`src/hw/rtl/rwf_pkg.sv`:
```
`default_nettype none

package rwf_pkg;

    localparam int unsigned MaxDetectionsDefault = 64;
    localparam int unsigned CoordW = 24;
    localparam int unsigned MarginW = 23;
    localparam int unsigned ScoreW = 16;
    localparam int unsigned HeadW = 3;
    localparam int unsigned IndexW = 6;
    localparam int unsigned CfgIdxW = 3;
    localparam int unsigned CfgDataW = 24;
    localparam int unsigned WinW = CoordW + 2;

    typedef enum logic [CfgIdxW-1:0] {
        CFG_FILTER_ENABLE   = 3'd0,
        CFG_TRANSFORM_OK    = 3'd1,
        CFG_AXIS_SWAP       = 3'd2,
        CFG_FRONT_BACK_LOW  = 3'd3,
        CFG_FRONT_BACK_HIGH = 3'd4,
        CFG_LEFT_RIGHT_LOW  = 3'd5,
        CFG_LEFT_RIGHT_HIGH = 3'd6,
        CFG_WINDOW_MARGIN   = 3'd7
    } t_cfg_idx;

    typedef enum logic [1:0] {
        ERR_OK           = 2'd0,
        ERR_TRANSFORM    = 2'd1,
        ERR_WINDOW_EMPTY = 2'd2
    } t_err;

    typedef enum logic [1:0] {
        PICK_NONE    = 2'd0,
        PICK_ONE     = 2'd1,
        PICK_SEVERAL = 2'd2
    } t_pick;

    typedef struct packed {
        logic                      filter_en;
        logic                      transform_ok;
        logic                      axis_swap;
        logic signed [CoordW-1:0]  fb_low;
        logic signed [CoordW-1:0]  fb_high;
        logic signed [CoordW-1:0]  lr_low;
        logic signed [CoordW-1:0]  lr_high;
        logic        [MarginW-1:0] margin;
    } t_cfg;

    typedef struct packed {
        logic in_window;
        t_err err;
    } t_win;

endpackage

`default_nettype wire

```
`src/hw/rtl/rwf_window.sv`:
```
`default_nettype none

module rwf_window (
    input  var rwf_pkg::t_cfg                     i_cfg,
    input  wire logic signed [rwf_pkg::CoordW-1:0] i_pos_x,
    input  wire logic signed [rwf_pkg::CoordW-1:0] i_pos_y,
    output var rwf_pkg::t_win                     o_win
);
    import rwf_pkg::*;

    logic signed [WinW-1:0] margin;
    logic signed [WinW-1:0] fb_lo;
    logic signed [WinW-1:0] fb_hi;
    logic signed [WinW-1:0] lr_lo;
    logic signed [WinW-1:0] lr_hi;
    logic signed [WinW-1:0] fb;
    logic signed [WinW-1:0] lr;

    assign margin = $signed({{(WinW-MarginW){1'b0}}, i_cfg.margin});
    assign fb_lo  = WinW'(i_cfg.fb_low) + margin;
    assign fb_hi  = WinW'(i_cfg.fb_high) - margin;
    assign lr_lo  = WinW'(i_cfg.lr_low) + margin;
    assign lr_hi  = WinW'(i_cfg.lr_high) - margin;
    assign fb     = i_cfg.axis_swap ? WinW'(i_pos_y) : WinW'(i_pos_x);
    assign lr     = i_cfg.axis_swap ? WinW'(i_pos_x) : WinW'(i_pos_y);

    always_comb begin
        o_win.in_window = (fb >= fb_lo) && (fb <= fb_hi) && (lr >= lr_lo) && (lr <= lr_hi);
        priority if (!i_cfg.transform_ok) begin
            o_win.err = ERR_TRANSFORM;
        end else if ((fb_lo > fb_hi) || (lr_lo > lr_hi)) begin
            o_win.err = ERR_WINDOW_EMPTY;
        end else begin
            o_win.err = ERR_OK;
        end
    end

endmodule

`default_nettype wire

```
`src/hw/rtl/roi_window_filter_best_pick.sv`:
```
// A detection accepted into the input register moves on into the result register once
// that register is free, and its result is offered from there.
// Throughput: one detection per cycle; while a result waits, one more detection is taken
// into the input register, and then the input stalls until that result transfers.
// Reset (synchronous, active low) clears both stage valids, the frame counters,
// the running best pick and all configuration registers.
`default_nettype none

module roi_window_filter_best_pick #(
    parameter int unsigned MAX_DETECTIONS = rwf_pkg::MaxDetectionsDefault
) (
    input  wire logic                              i_clk,
    input  wire logic                              i_rst_n,

    input  wire logic                              i_cfg_we,
    input  wire logic [rwf_pkg::CfgIdxW-1:0]       i_cfg_idx,
    input  wire logic [rwf_pkg::CfgDataW-1:0]      i_cfg_data,

    input  wire logic                              i_valid,
    output var  logic                              o_ready,
    input  wire logic                              i_has_coords,
    input  wire logic signed [rwf_pkg::CoordW-1:0] i_pos_x,
    input  wire logic signed [rwf_pkg::CoordW-1:0] i_pos_y,
    input  wire logic                              i_grabbable,
    input  wire logic [rwf_pkg::ScoreW-1:0]        i_score,
    input  wire logic [rwf_pkg::HeadW-1:0]         i_head_kind,
    input  wire logic                              i_last_item,

    output var  logic                              o_valid,
    input  wire logic                              i_ready,
    output var  logic                              o_kept,
    output var  logic [rwf_pkg::IndexW-1:0]        o_kept_index,
    output var  logic                              o_frame_done,
    output var  logic [1:0]                        o_error_code,
    output var  logic                              o_selection_valid,
    output var  logic [1:0]                        o_pick_status,
    output var  logic                              o_has_primary,
    output var  logic [rwf_pkg::IndexW-1:0]        o_primary_index,
    output var  logic [rwf_pkg::HeadW-1:0]         o_primary_head_kind
);
    import rwf_pkg::*;

    localparam int unsigned CntW = $clog2(MAX_DETECTIONS + 1);

    t_cfg r_cfg;

    logic                     r_a_valid;
    logic                     r_a_has_coords;
    logic signed [CoordW-1:0] r_a_pos_x;
    logic signed [CoordW-1:0] r_a_pos_y;
    logic                     r_a_grabbable;
    logic [ScoreW-1:0]        r_a_score;
    logic [HeadW-1:0]         r_a_head;
    logic                     r_a_last;

    logic [CntW-1:0]   r_kept_count;
    t_pick             r_grab;
    logic              r_best_valid;
    logic [ScoreW-1:0] r_lead_score;
    logic [IndexW-1:0] r_best_index;
    logic [HeadW-1:0]  r_best_head;

    logic [CntW-1:0]   n_kept_count;
    t_pick             n_grab;
    logic              n_best_valid;
    logic [ScoreW-1:0] n_lead_score;
    logic [IndexW-1:0] n_best_index;
    logic [HeadW-1:0]  n_best_head;

    logic              r_o_valid;
    logic              r_o_kept;
    logic [IndexW-1:0] r_o_kept_index;
    logic              r_o_frame_done;
    t_err              r_o_err;
    logic              r_o_sel_valid;
    t_pick             r_o_pick;
    logic              r_o_has_primary;
    logic [IndexW-1:0] r_o_primary_index;
    logic [HeadW-1:0]  r_o_primary_head;

    logic              n_kept;
    t_err              n_err;
    logic              n_sel_valid;
    t_pick             n_pick;
    logic              n_has_primary;
    logic [IndexW-1:0] n_primary_index;
    logic [HeadW-1:0]  n_primary_head;

    t_win  win;
    logic  b_free;
    logic  a_move;
    logic  in_xfer;
    logic  room;
    logic  take_best;

    rwf_window u_window (
        .i_cfg   (r_cfg),
        .i_pos_x (r_a_pos_x),
        .i_pos_y (r_a_pos_y),
        .o_win   (win)
    );

    assign b_free  = !r_o_valid || i_ready;
    assign a_move  = r_a_valid && b_free;
    assign o_ready = !r_a_valid || b_free;
    assign in_xfer = i_valid && o_ready;
    assign room    = r_kept_count < CntW'(MAX_DETECTIONS);

    always_ff @(posedge i_clk) begin
        if (!i_rst_n) begin
            r_cfg <= '0;
        end else if (i_cfg_we) begin
            unique case (t_cfg_idx'(i_cfg_idx))
                CFG_FILTER_ENABLE:   r_cfg.filter_en    <= i_cfg_data[0];
                CFG_TRANSFORM_OK:    r_cfg.transform_ok <= i_cfg_data[0];
                CFG_AXIS_SWAP:       r_cfg.axis_swap    <= i_cfg_data[0];
                CFG_FRONT_BACK_LOW:  r_cfg.fb_low       <= $signed(i_cfg_data[CoordW-1:0]);
                CFG_FRONT_BACK_HIGH: r_cfg.fb_high      <= $signed(i_cfg_data[CoordW-1:0]);
                CFG_LEFT_RIGHT_LOW:  r_cfg.lr_low       <= $signed(i_cfg_data[CoordW-1:0]);
                CFG_LEFT_RIGHT_HIGH: r_cfg.lr_high      <= $signed(i_cfg_data[CoordW-1:0]);
                CFG_WINDOW_MARGIN:   r_cfg.margin       <= i_cfg_data[MarginW-1:0];
                default: ;
            endcase
        end
    end

    always_ff @(posedge i_clk) begin
        if (!i_rst_n) begin
            r_a_valid <= 1'b0;
        end else if (o_ready) begin
            r_a_valid <= i_valid;
        end
        if (in_xfer) begin
            r_a_has_coords <= i_has_coords;
            r_a_pos_x      <= i_pos_x;
            r_a_pos_y      <= i_pos_y;
            r_a_grabbable  <= i_grabbable;
            r_a_score      <= i_score;
            r_a_head       <= i_head_kind;
            r_a_last       <= i_last_item;
        end
    end

    always_comb begin
        if (!r_cfg.filter_en) begin
            n_err  = ERR_OK;
            n_kept = room;
        end else begin
            n_err  = win.err;
            n_kept = (win.err == ERR_OK) && r_a_has_coords && win.in_window && room;
        end

        n_kept_count = r_kept_count;
        n_grab       = r_grab;
        n_best_valid = r_best_valid;
        n_lead_score = r_lead_score;
        n_best_index = r_best_index;
        n_best_head  = r_best_head;
        take_best    = !r_best_valid || (r_a_score > r_lead_score);

        if (n_kept) begin
            n_kept_count = r_kept_count + CntW'(1);
            if (r_cfg.filter_en && r_a_grabbable) begin
                n_grab = (r_grab == PICK_NONE) ? PICK_ONE : PICK_SEVERAL;
                if (take_best) begin
                    n_best_valid = 1'b1;
                    n_lead_score = r_a_score;
                    n_best_index = IndexW'(r_kept_count);
                    n_best_head  = r_a_head;
                end
            end
        end
    end

    always_comb begin
        n_sel_valid     = 1'b0;
        n_pick          = PICK_NONE;
        n_has_primary   = 1'b0;
        n_primary_index = '0;
        n_primary_head  = '0;
        if (r_a_last && r_cfg.filter_en) begin
            n_sel_valid = 1'b1;
            if ((n_err == ERR_OK) && (n_grab != PICK_NONE)) begin
                n_pick          = n_grab;
                n_has_primary   = n_best_valid;
                n_primary_index = n_best_valid ? n_best_index : '0;
                n_primary_head  = n_best_valid ? n_best_head : '0;
            end
        end
    end

    always_ff @(posedge i_clk) begin
        if (!i_rst_n) begin
            r_kept_count <= '0;
            r_grab       <= PICK_NONE;
            r_best_valid <= 1'b0;
            r_lead_score <= '0;
            r_best_index <= '0;
            r_best_head  <= '0;
        end else if (a_move) begin
            if (r_a_last) begin
                r_kept_count <= '0;
                r_grab       <= PICK_NONE;
                r_best_valid <= 1'b0;
                r_lead_score <= '0;
                r_best_index <= '0;
                r_best_head  <= '0;
            end else begin
                r_kept_count <= n_kept_count;
                r_grab       <= n_grab;
                r_best_valid <= n_best_valid;
                r_lead_score <= n_lead_score;
                r_best_index <= n_best_index;
                r_best_head  <= n_best_head;
            end
        end
    end

    always_ff @(posedge i_clk) begin
        if (!i_rst_n) begin
            r_o_valid <= 1'b0;
        end else if (b_free) begin
            r_o_valid <= r_a_valid;
        end
        if (a_move) begin
            r_o_kept          <= n_kept;
            r_o_kept_index    <= n_kept ? IndexW'(r_kept_count) : '0;
            r_o_frame_done    <= r_a_last;
            r_o_err           <= n_err;
            r_o_sel_valid     <= n_sel_valid;
            r_o_pick          <= n_pick;
            r_o_has_primary   <= n_has_primary;
            r_o_primary_index <= n_primary_index;
            r_o_primary_head  <= n_primary_head;
        end
    end

    assign o_valid             = r_o_valid;
    assign o_kept              = r_o_kept;
    assign o_kept_index        = r_o_kept_index;
    assign o_frame_done        = r_o_frame_done;
    assign o_error_code        = r_o_err;
    assign o_selection_valid   = r_o_sel_valid;
    assign o_pick_status       = r_o_pick;
    assign o_has_primary       = r_o_has_primary;
    assign o_primary_index     = r_o_primary_index;
    assign o_primary_head_kind = r_o_primary_head;

    a_count_bound: assert property (@(posedge i_clk) disable iff (!i_rst_n)
        r_kept_count <= CntW'(MAX_DETECTIONS))
        else $error("kept count exceeds capacity");

    a_frame_clear: assert property (@(posedge i_clk) disable iff (!i_rst_n)
        a_move && r_a_last |=> r_kept_count == '0 && !r_best_valid && r_grab == PICK_NONE)
        else $error("frame state not cleared after last item");

    a_kept_no_err: assert property (@(posedge i_clk) disable iff (!i_rst_n)
        r_o_valid && r_o_kept |-> r_o_err == ERR_OK)
        else $error("detection kept while an error is reported");

    a_primary_summary: assert property (@(posedge i_clk) disable iff (!i_rst_n)
        r_o_valid && r_o_has_primary |-> r_o_frame_done && r_o_sel_valid
            && r_o_pick != PICK_NONE)
        else $error("primary reported outside a valid frame summary");

    a_err_no_pick: assert property (@(posedge i_clk) disable iff (!i_rst_n)
        r_o_valid && r_o_err != ERR_OK |-> !r_o_kept && r_o_pick == PICK_NONE)
        else $error("error result carries a kept item or a pick");

endmodule

`default_nettype wire
```
`config.mk`:
```
export PLATFORM = sky130hd
export DESIGN_NAME = roi_window_filter_best_pick
export DESIGN_NICKNAME = d
export VERILOG_FILES = /design/src/hw/rtl/rwf_pkg.sv /design/src/hw/rtl/rwf_window.sv /design/src/hw/rtl/roi_window_filter_best_pick.sv
export SDC_FILE = /design/constraint.sdc
export NUM_CORES = 1
export LEC_CHECK = 0
export ABC_AREA = 1
export ABC_CLOCK_PERIOD_IN_PS = 7400
export BUFFER_PORTS_ARGS = -buffer_cell sky130_fd_sc_hd__buf_2
export CAP_MARGIN = 20
export CORE_ASPECT_RATIO = 0.75
export CORE_MARGIN = 2
export CORE_UTILIZATION = 45
export DETAILED_ROUTE_END_ITERATION = 6
export PLACE_DENSITY = 0.6
export SLEW_MARGIN = 20
export SYNTH_ARGS = -nofsm -noshare
export SYNTH_HDL_FRONTEND = slang
export SYNTH_HIERARCHICAL = 1
export SYNTH_SLANG_ARGS = --single-unit
export TNS_END_PERCENT = 10
```
`constraint.sdc`:
```
create_clock -name i_clk -period 7.4 [get_ports i_clk]
set_clock_uncertainty 0.2 [all_clocks]
set_input_delay 1.48 -clock i_clk [delete_from_list [all_inputs] [get_ports i_clk]]
set_output_delay 1.48 -clock i_clk [all_outputs]
set_load 0.02 [all_outputs]
```
* Yosys cells after proc, flatten, opt, wreduce, memory -nomap -nowiden
Cells that the tools add are included.
Word-level totals: bits in registers 252, bits of input ports 102, output and inout bits 25, logic and storage cells 119
Cells by class: $add $sub $neg 5, magnitude comparators 8, equality and inequality tests 7, muxes and demuxes 29, reduce and logical (&&, ||, !) cells 38
Operators with widths (count):
- two-way mux 16 bit | 4
- >= comparator 26 bit | 2
- > comparator 26 bit | 2
- <= comparator 26 bit | 2
- two-way mux 26 bit | 2
- adder 24 x 24 -> 25 bit | 2
- subtractor 24 x 24 -> 25 bit | 2
- two-way mux 6 bit | 4
- AND reduction 2 bit | 10
- > comparator 16 bit | 1
- two-way mux 2 bit | 7
- two-way mux 7 bit | 2
- == test 3 bit, second input constant | 4
- two-way mux 3 bit | 4
- logical AND 1 bit | 11
- nonzero test 2 bit | 4
- adder 7 x 1 -> 7 bit, second input constant | 1
- < comparator 7 bit, second input constant | 1
- == test 3 x 2 -> 1 bit, second input constant | 2
- zero test 2 bit | 3
- two-way mux 1 bit | 6
- logical OR 1 bit | 4
- AND reduction 4 bit | 1
- == test 3 x 1 -> 1 bit, second input constant | 1
- 3 further kinds | 5

* Longest topological paths before layout
Gate-level depths: netlist of run 1.
word-level depth 14, mapped depth 42

* By module
Netlist of run 1, hierarchy kept.
Modules (own cells, without submodules):
- roi_window_filter_best_pick | instances 1, cells each 967, area an instance 9277.6 um^2
- rwf_window | instances 1, cells each 1548, area an instance 9260.1 um^2

* Worst setup path before layout of run 1
No wires, ideal clock.
path type register -> register, from reg r_cfg[1] (netlist name), to reg r_o_primary_head[0] (netlist: o_primary_head_kind[0]), data pin, data arrival time 4.447 ns, data required time 6.945 ns, setup slack 2.498 ns, cell stages (with the launch flop) 37, period minus slack after synthesis 4.902 ns, cells stage by stage dfxtp_1 inv_1 ha_1 nand3b_1 nand2_1 a21oi_2 inv_1 nand2_1 nand2_1 a21boi_2 o21ai_2 a21boi_2 o21ai_1 a21o_1 nand2_1 nand2_1 ha_1 a21oi_1 o21ai_0 a21oi_1 nor2_1 a211oi_1 nand3_1 or2_2 a21oi_1 nor2_1 nand2_1 nor2_1 nand2_1 nand2_1 nand4_4 nor2_4 buf_4 nor2_1 nor2_2 inv_2 nor2_1
RTL lines:
- to (signal assigned) | line roi_window_filter_best_pick.sv:234 | r_o_primary_head <= n_primary_head;
- to (decl) | line roi_window_filter_best_pick.sv:79 | logic [HeadW-1:0] r_o_primary_head;

==> impl_metrics.tcl, run 1 <==
set metrics [dict create \
    place_area_mm2 0.0197 \
    path_buf_inv 4 \
    core_area_mm2 0.0407 \
    nNetsFinal 2985 \
    synth-seq-cells 252 \
    finalHoldViolations 0 \
    swShare_pct 35.4 \
    htree_num_levels 1 \
    setup.worst_path.end_class "flip-flop" \
    grt_pass1_wl_um 96400 \
    yosys_most_used_dff "dfxtp_1" \
    synth_edf_count 93 \
    grt_max_degree 123 \
    finalInstanceArea_mm2 0.0206 \
    rows 64 \
    switchingPower_w 0.00146 \
    drcViolationCount 0 \
    drive_above_1_share_pct 10.5 \
    post-cts-setup-buffers 0 \
    syn_avg_cell_area_um2 7.37 \
    netlist.area_leader.share_pct 17.2 \
    io_buffers 126 \
    post-route-period-util_pct 84.2 \
    ys_seq_area_share_pct 32.2 \
    p_seq_share_pct 37.0 \
    fin_crit_ns 6.23 \
    p_per_area_mw_per_mm2 201 \
    insertedDiodeCount 0 \
    ios 127 \
    hp-class "reg2reg" \
    power_frac_comb_pct 29.6 \
    worstSetupPathType "reg2reg" \
    ir_drop_v 0.000188 \
    vias 17500 \
    grt-ovfl-total 0 \
    cts_tree "done" \
    worst_slack_ns 1.17 \
    cpMostUsedCell "nand2_1" \
    die_h_um 180 \
    place_hpwl_um 51700 \
    antenna_found_initial 0 \
    start_kind "flip-flop" \
    required_ns 7.64 \
    netlist.top_cell.by_area "dfxtp_1" \
    worstPathMaxFanout 12 \
    area_growth_pct 11.1 \
    grt_setup_unrepaired "false" \
    clockBufferDepth 3 \
    cts-root-buf "clkbuf_16" \
    pwr-share-clk_pct 33.4 \
    syn-num-nets 2870 \
    routed_wl_um 63800 \
    setup-tns-final_ns 0 \
    first_pass_iters 6 \
    routedWlPerCell_um 20.1 \
    path_delay_family "simple AND/OR/NAND/NOR gates" \
    gp_congestion 0.979 \
    clkSinkCount 252 \
    syn_area_mm2 0.0185 \
    synth_cell_types 55 \
    max_slew_margin_pct 24.7 \
    final_max_slew_viol_count 0 \
    netlist_instances 2515 \
    drv_cap 0 \
    cp_slowest_stage_delay_ns 0.54 \
    grt_usage_pct 29.4 \
    synth_area_leaders "dfxtp_1 (17%), ha_1 (17%), edfxtp_1 (15%), nand2_1 (9.6%), nor2_1 (7.5%)" \
    start_util_pct 45.6 \
    cts_buffers 28 \
    p_int_w 0.00267 \
    ctsResizeCount 0 \
    arrival_ns 6.47 \
    ant_nets 0 \
    status "finished clean" \
    cts_hold_buf 0 \
    first_global_vias 16400 \
    setup_viol 0 \
    async_flop_share_pct 0 \
    timing.fmax_mhz 160 \
    worstMarginPinSlew_ns 1.13 \
    worst_path_max_delay_cell "xor2_1" \
    drt-vias-per-instance 5.51 \
    clkLatencyLatePin_ns 0.60 \
    leakagePower_nw 9.91 \
    die-area_mm2 0.0429 \
    pre_cts_ws_ns 1.32 \
    yosysWarningCount 6 \
    die_w_um 238 \
    clk_pin_slew_worst_paths_ns 0.06 \
    fill_cells 4025 \
    drt_iter0_drc 1729 \
]
worst paths after layout:
kind / endpoint / cells after the start / slack [ns] / startpoint
hold reg to reg: r_kept_count[5] / 1 / 0.23 / r_kept_count[4]
setup / recovery: o_primary_index[5] / 35 / 1.17 / r_cfg[0]
hold / removal: r_kept_count[5] / 1 / 0.23 / r_kept_count[4]
setup reg to reg: o_primary_index[5] / 35 / 1.17 / r_cfg[0]
cells in the mapped netlist (9+ instances only):
master,instances
nand4_1,35
o21bai_1,13
nor3_1,20
nand3_2,10
a21oi_2,17
o21ai_0,192
ha_1,249
xnor2_1,28
nor4_1,12
inv_1,318
o21a_1,10
xor2_1,44
a21o_1,9
nand2_1,476
clkbuf_1,43
nor2_1,371
a21oi_1,200
nand2_2,24
nor2_2,11
edfxtp_1,93
a31oi_1,9
nand3_1,88
dfxtp_1,159
layer usage:
metal  vias to the layer above  wire, um  part of all wire, %  GRT usage, %
met1                      8250     32400                   51          47.0
met3                        64      5100                  8.0          4.81
met5                         -         0                    0             0
li1                       8602         -                    -             -
met2                       595     24800                   39          40.9
met4                         0      1470                  2.3          6.18
cell usage in the layout (no fill, tap or decap), drive strengths merged, types with 8 or more instances in the layout:
| master | Yosys | layout |
|---|---|---|
| xor2 | 44 | 44 |
| o21ai | 200 | 200 |
| nand4 | 36 | 36 |
| a31oi | 9 | 9 |
| ha | 249 | 249 |
| xnor2 | 28 | 28 |
| o21bai | 13 | 13 |
| nor4 | 12 | 12 |
| o21a | 10 | 10 |
| nand2 | 502 | 502 |
| nor3 | 22 | 22 |
| nor2 | 386 | 386 |
| a21o | 9 | 9 |
| a21oi | 217 | 217 |
| inv | 326 | 327 |
| edfxtp | 93 | 93 |
| buf | 9 | 137 |
| dfxtp | 159 | 159 |
| clkbuf | 43 | 40 |
| clkinv | 0 | 8 |
| nand3 | 98 | 98 |
cell type report:
type	instances	area, um^2	area share, %
Multi-Input combinational cell	1885	11100	54.0
Clock buffer	40	806	3.91
Clock inverter	11	91.3	0.443
Sequential cell	252	5980	29.0
Inverter	326	1220	5.94
Timing Repair Buffer	137	721	3.50
Tap cell	528	661	3.21
through the flow:
| step | instances | hold slack (ns) | total power (W) | util [%] |
|---|---|---|---|---|
| final | 3179 | 0.231 | 0.00413 | 50.6 |
| after floorplan | 2515 | 0.212 | 0.00237 | - |
| after CTS | 3178 | 0.232 | 0.00413 | 50.6 |
| after global routing | 3179 | 0.280 | 0.00436 | 50.6 |
| after detailed placement | 3127 | 0.224 | 0.00275 | 48.4 |
| after global placement | 3127 | 0.220 | 0.00272 | 48.4 |
power groups by stage:
stage          registers (W)  clock network (W)  logic (W)
2_1_floorplan        0.00155                  0   0.000816
3_3_place_gp         0.00156                  0    0.00116
3_5_place_dp         0.00156                  0    0.00119
4_1_cts              0.00153            0.00141    0.00119
5_1_grt              0.00153            0.00147    0.00136
6_report             0.00153            0.00138    0.00122
registers in the layout, summed over array words and instances, names as in the netlist, 2 cells and up:
signal               flops
o_error_code             2
o_kept_index             6
o_pick_status            2
o_primary_head_kind      3
o_primary_index          6
r_a_head                 3
r_a_pos_x               24
r_a_pos_y               24
r_a_score               16
r_best_head              3
r_best_index             6
r_cfg                  122
r_grab                   2
r_kept_count             7
r_lead_score            16
cells by family (layout without fill, tap and decap cells):
logic type,after synthesis,after routing,share of synthesized area (%)
buffers and inverters,378,514,7.77
AND/OR/NAND/NOR,1068,1068,24.5
flip-flops,252,252,32.2
adder cells (fa/ha/maj),253,253,17.2
XOR/XNOR,72,72,3.40
AO/OA/AOI/OAI,492,492,14.9
Note: power is estimated with default switching activity, not from simulation.
==> inputs of run 2 (changes only) <==
- ABC_CLOCK_PERIOD_IN_PS: 7400 -> 6140
- clock period: 7.4 -> 6.14 ns (I/O delays scaled with it)
==> impl_metrics.tcl, run 2 (same netlist as run 1, synthesis figures left out) <==
set metrics [dict create \
    required_ns 6.37 \
    grt_usage_pct 28.4 \
    path_buf_inv 5 \
    area_growth_pct 12.6 \
    grt-ovfl-total 0 \
    cpMostUsedCell "nand2_1" \
    first_global_vias 16100 \
    drt_iter0_drc 1840 \
    first_pass_iters 5 \
    hp-class "reg2reg" \
    path_delay_family "simple AND/OR/NAND/NOR gates" \
    clkSinkCount 252 \
    die-area_mm2 0.0429 \
    routedWlPerCell_um 19.3 \
    cp_slowest_stage_delay_ns 0.54 \
    drive_above_1_share_pct 11.4 \
    timing.fmax_mhz 177 \
    whs_ns 0.238 \
    max_slew_margin_pct 28.9 \
    pwr-share-clk_pct 35.5 \
    clockBufferDepth 3 \
    cts-root-buf "clkbuf_16" \
    mostFrequentLayoutCell "nand2_1" \
    final_max_slew_viol_count 0 \
    insertedDiodeCount 0 \
    routed_wl_um 61600 \
    ios 127 \
    worstMarginPinSlew_ns 1.06 \
    fill_cells 4030 \
    finalHoldViolations 0 \
    setup.worst_path.end_class "flip-flop" \
    setup-tns-final_ns 0 \
    start_util_pct 45.6 \
    p_int_w 0.00338 \
    worstSetupPathType "reg2reg" \
    p_seq_share_pct 36.0 \
    antenna_found_initial 0 \
    largest_reg_flops 122 \
    clk_pin_slew_worst_paths_ns 0.06 \
    ir_drop_v 0.000213 \
    die_w_um 238 \
    cts_buffers 29 \
    start_kind "flip-flop" \
    arrival_ns 5.88 \
    vias 17300 \
    drt-vias-per-instance 5.43 \
    switchingPower_w 0.00174 \
    timing.reg2reg.setup_slack_ns 0.49 \
    grt_max_degree 68 \
    core_area_mm2 0.0407 \
    power_frac_comb_pct 28.5 \
    drcViolationCount 0 \
    die_h_um 180 \
    cts_tree "done" \
    p_per_area_mw_per_mm2 245 \
    regMostFlops "r_cfg" \
    swShare_pct 33.9 \
    grt_pass1_wl_um 93100 \
    clkLatencyLatePin_ns 0.59 \
    gp_congestion 1.00 \
    worst_slack_ns 0.492 \
    worstPathMaxFanout 9 \
    place_hpwl_um 50900 \
    fin_crit_ns 5.65 \
    io_buffers 126 \
    post-route-period-util_pct 92.0 \
    power_w 0.00512 \
    status "finished clean" \
    worst_path_max_delay_cell "xor2_1" \
    nNetsFinal 3000 \
    reg.largest.list "r_cfg (122), r_a_pos_x (24), r_a_pos_y (24)" \
    rows 64 \
    ant_nets 0 \
    leakagePower_nw 10.1 \
    htree_num_levels 1 \
    setup_viol 0 \
    drv_cap 0 \
    layout_common_cells "nand2_1 (474), nor2_1 (371), inv_1 (317), ha_1 (248), a21oi_1 (199)" \
    pre_cts_ws_ns 0.161 \
    cts_hold_buf 0 \
]
==> run 2: final cells by class <==
cell class / instances / area [um^2] / share of cell area, %
Multi-Input combinational cell: 1885 / 11200 / 53.5
Sequential cell: 252 / 5980 / 28.6
Inverter: 326 / 1220 / 5.86
Timing Repair Buffer: 151 / 838 / 4.01
Clock buffer: 41 / 831 / 3.98
Tap cell: 528 / 661 / 3.16
Clock inverter: 13 / 170 / 0.815
==> run 2: power groups by stage <==
stage,combinational [W],clock [W],sequential [W]
floorplan,0.000984,0,0.00187
global placement,0.00139,0,0.00188
detailed placement,0.00141,0,0.00188
CTS,0.00142,0.00185,0.00184
global route,0.00163,0.00192,0.00185
finish,0.00146,0.00182,0.00184
==> run 2: layer usage <==
layer / share of wire (%) / up-vias / routed length, um / global-route usage, %
li1: - / 8623 / - / -
met3: 7.1 / 43 / 4360 / 3.72
met1: 51 / 8137 / 31700 / 45.1
met5: 0 / - / 0 / 0
met2: 40 / 545 / 24900 / 41.7
met4: 1.2 / 0 / 739 / 3.33
==> run 2: path summary, 6_finish.rpt <==
path / from / depth (start not counted) / end
worst max-delay path: r_cfg[0] / 37 / o_primary_index[3]
worst max register to register: r_cfg[0] / 37 / o_primary_index[3]
worst min register to register: r_kept_count[4] / 1 / r_kept_count[5]
worst min-delay path: r_kept_count[4] / 1 / r_kept_count[5]
==> run 2: per-stage QoR <==
step / area, um^2 / instances / util, %
6_report: 20900 / 3196 / 51.3
5_1_grt: 20900 / 3196 / 51.3
4_1_cts: 20700 / 3187 / 51.0
3_5_place_dp: 19700 / 3133 / 48.5
3_3_place_gp: 19700 / 3133 / 48.5
2_1_floorplan: 18500 / 2515 / -
==> run 2: what timing repair did <==
action | CTS | global route
setup buffers | 0 | 8
gates resized for setup | 0 | 14
endpoints found under the hold margin | 0 | 0
endpoints found under the setup margin | 0 | 44
==> run 2: worst reg2reg max path: cells and delay by family (launching register included) <==
family,cells,cell delay (ns)
compound gates,2,0.33
xor+xnor,1,0.54
fa+ha+maj,3,0.94
buf+inv,5,0.50
flops,1,0.39
simple gates,26,2.53
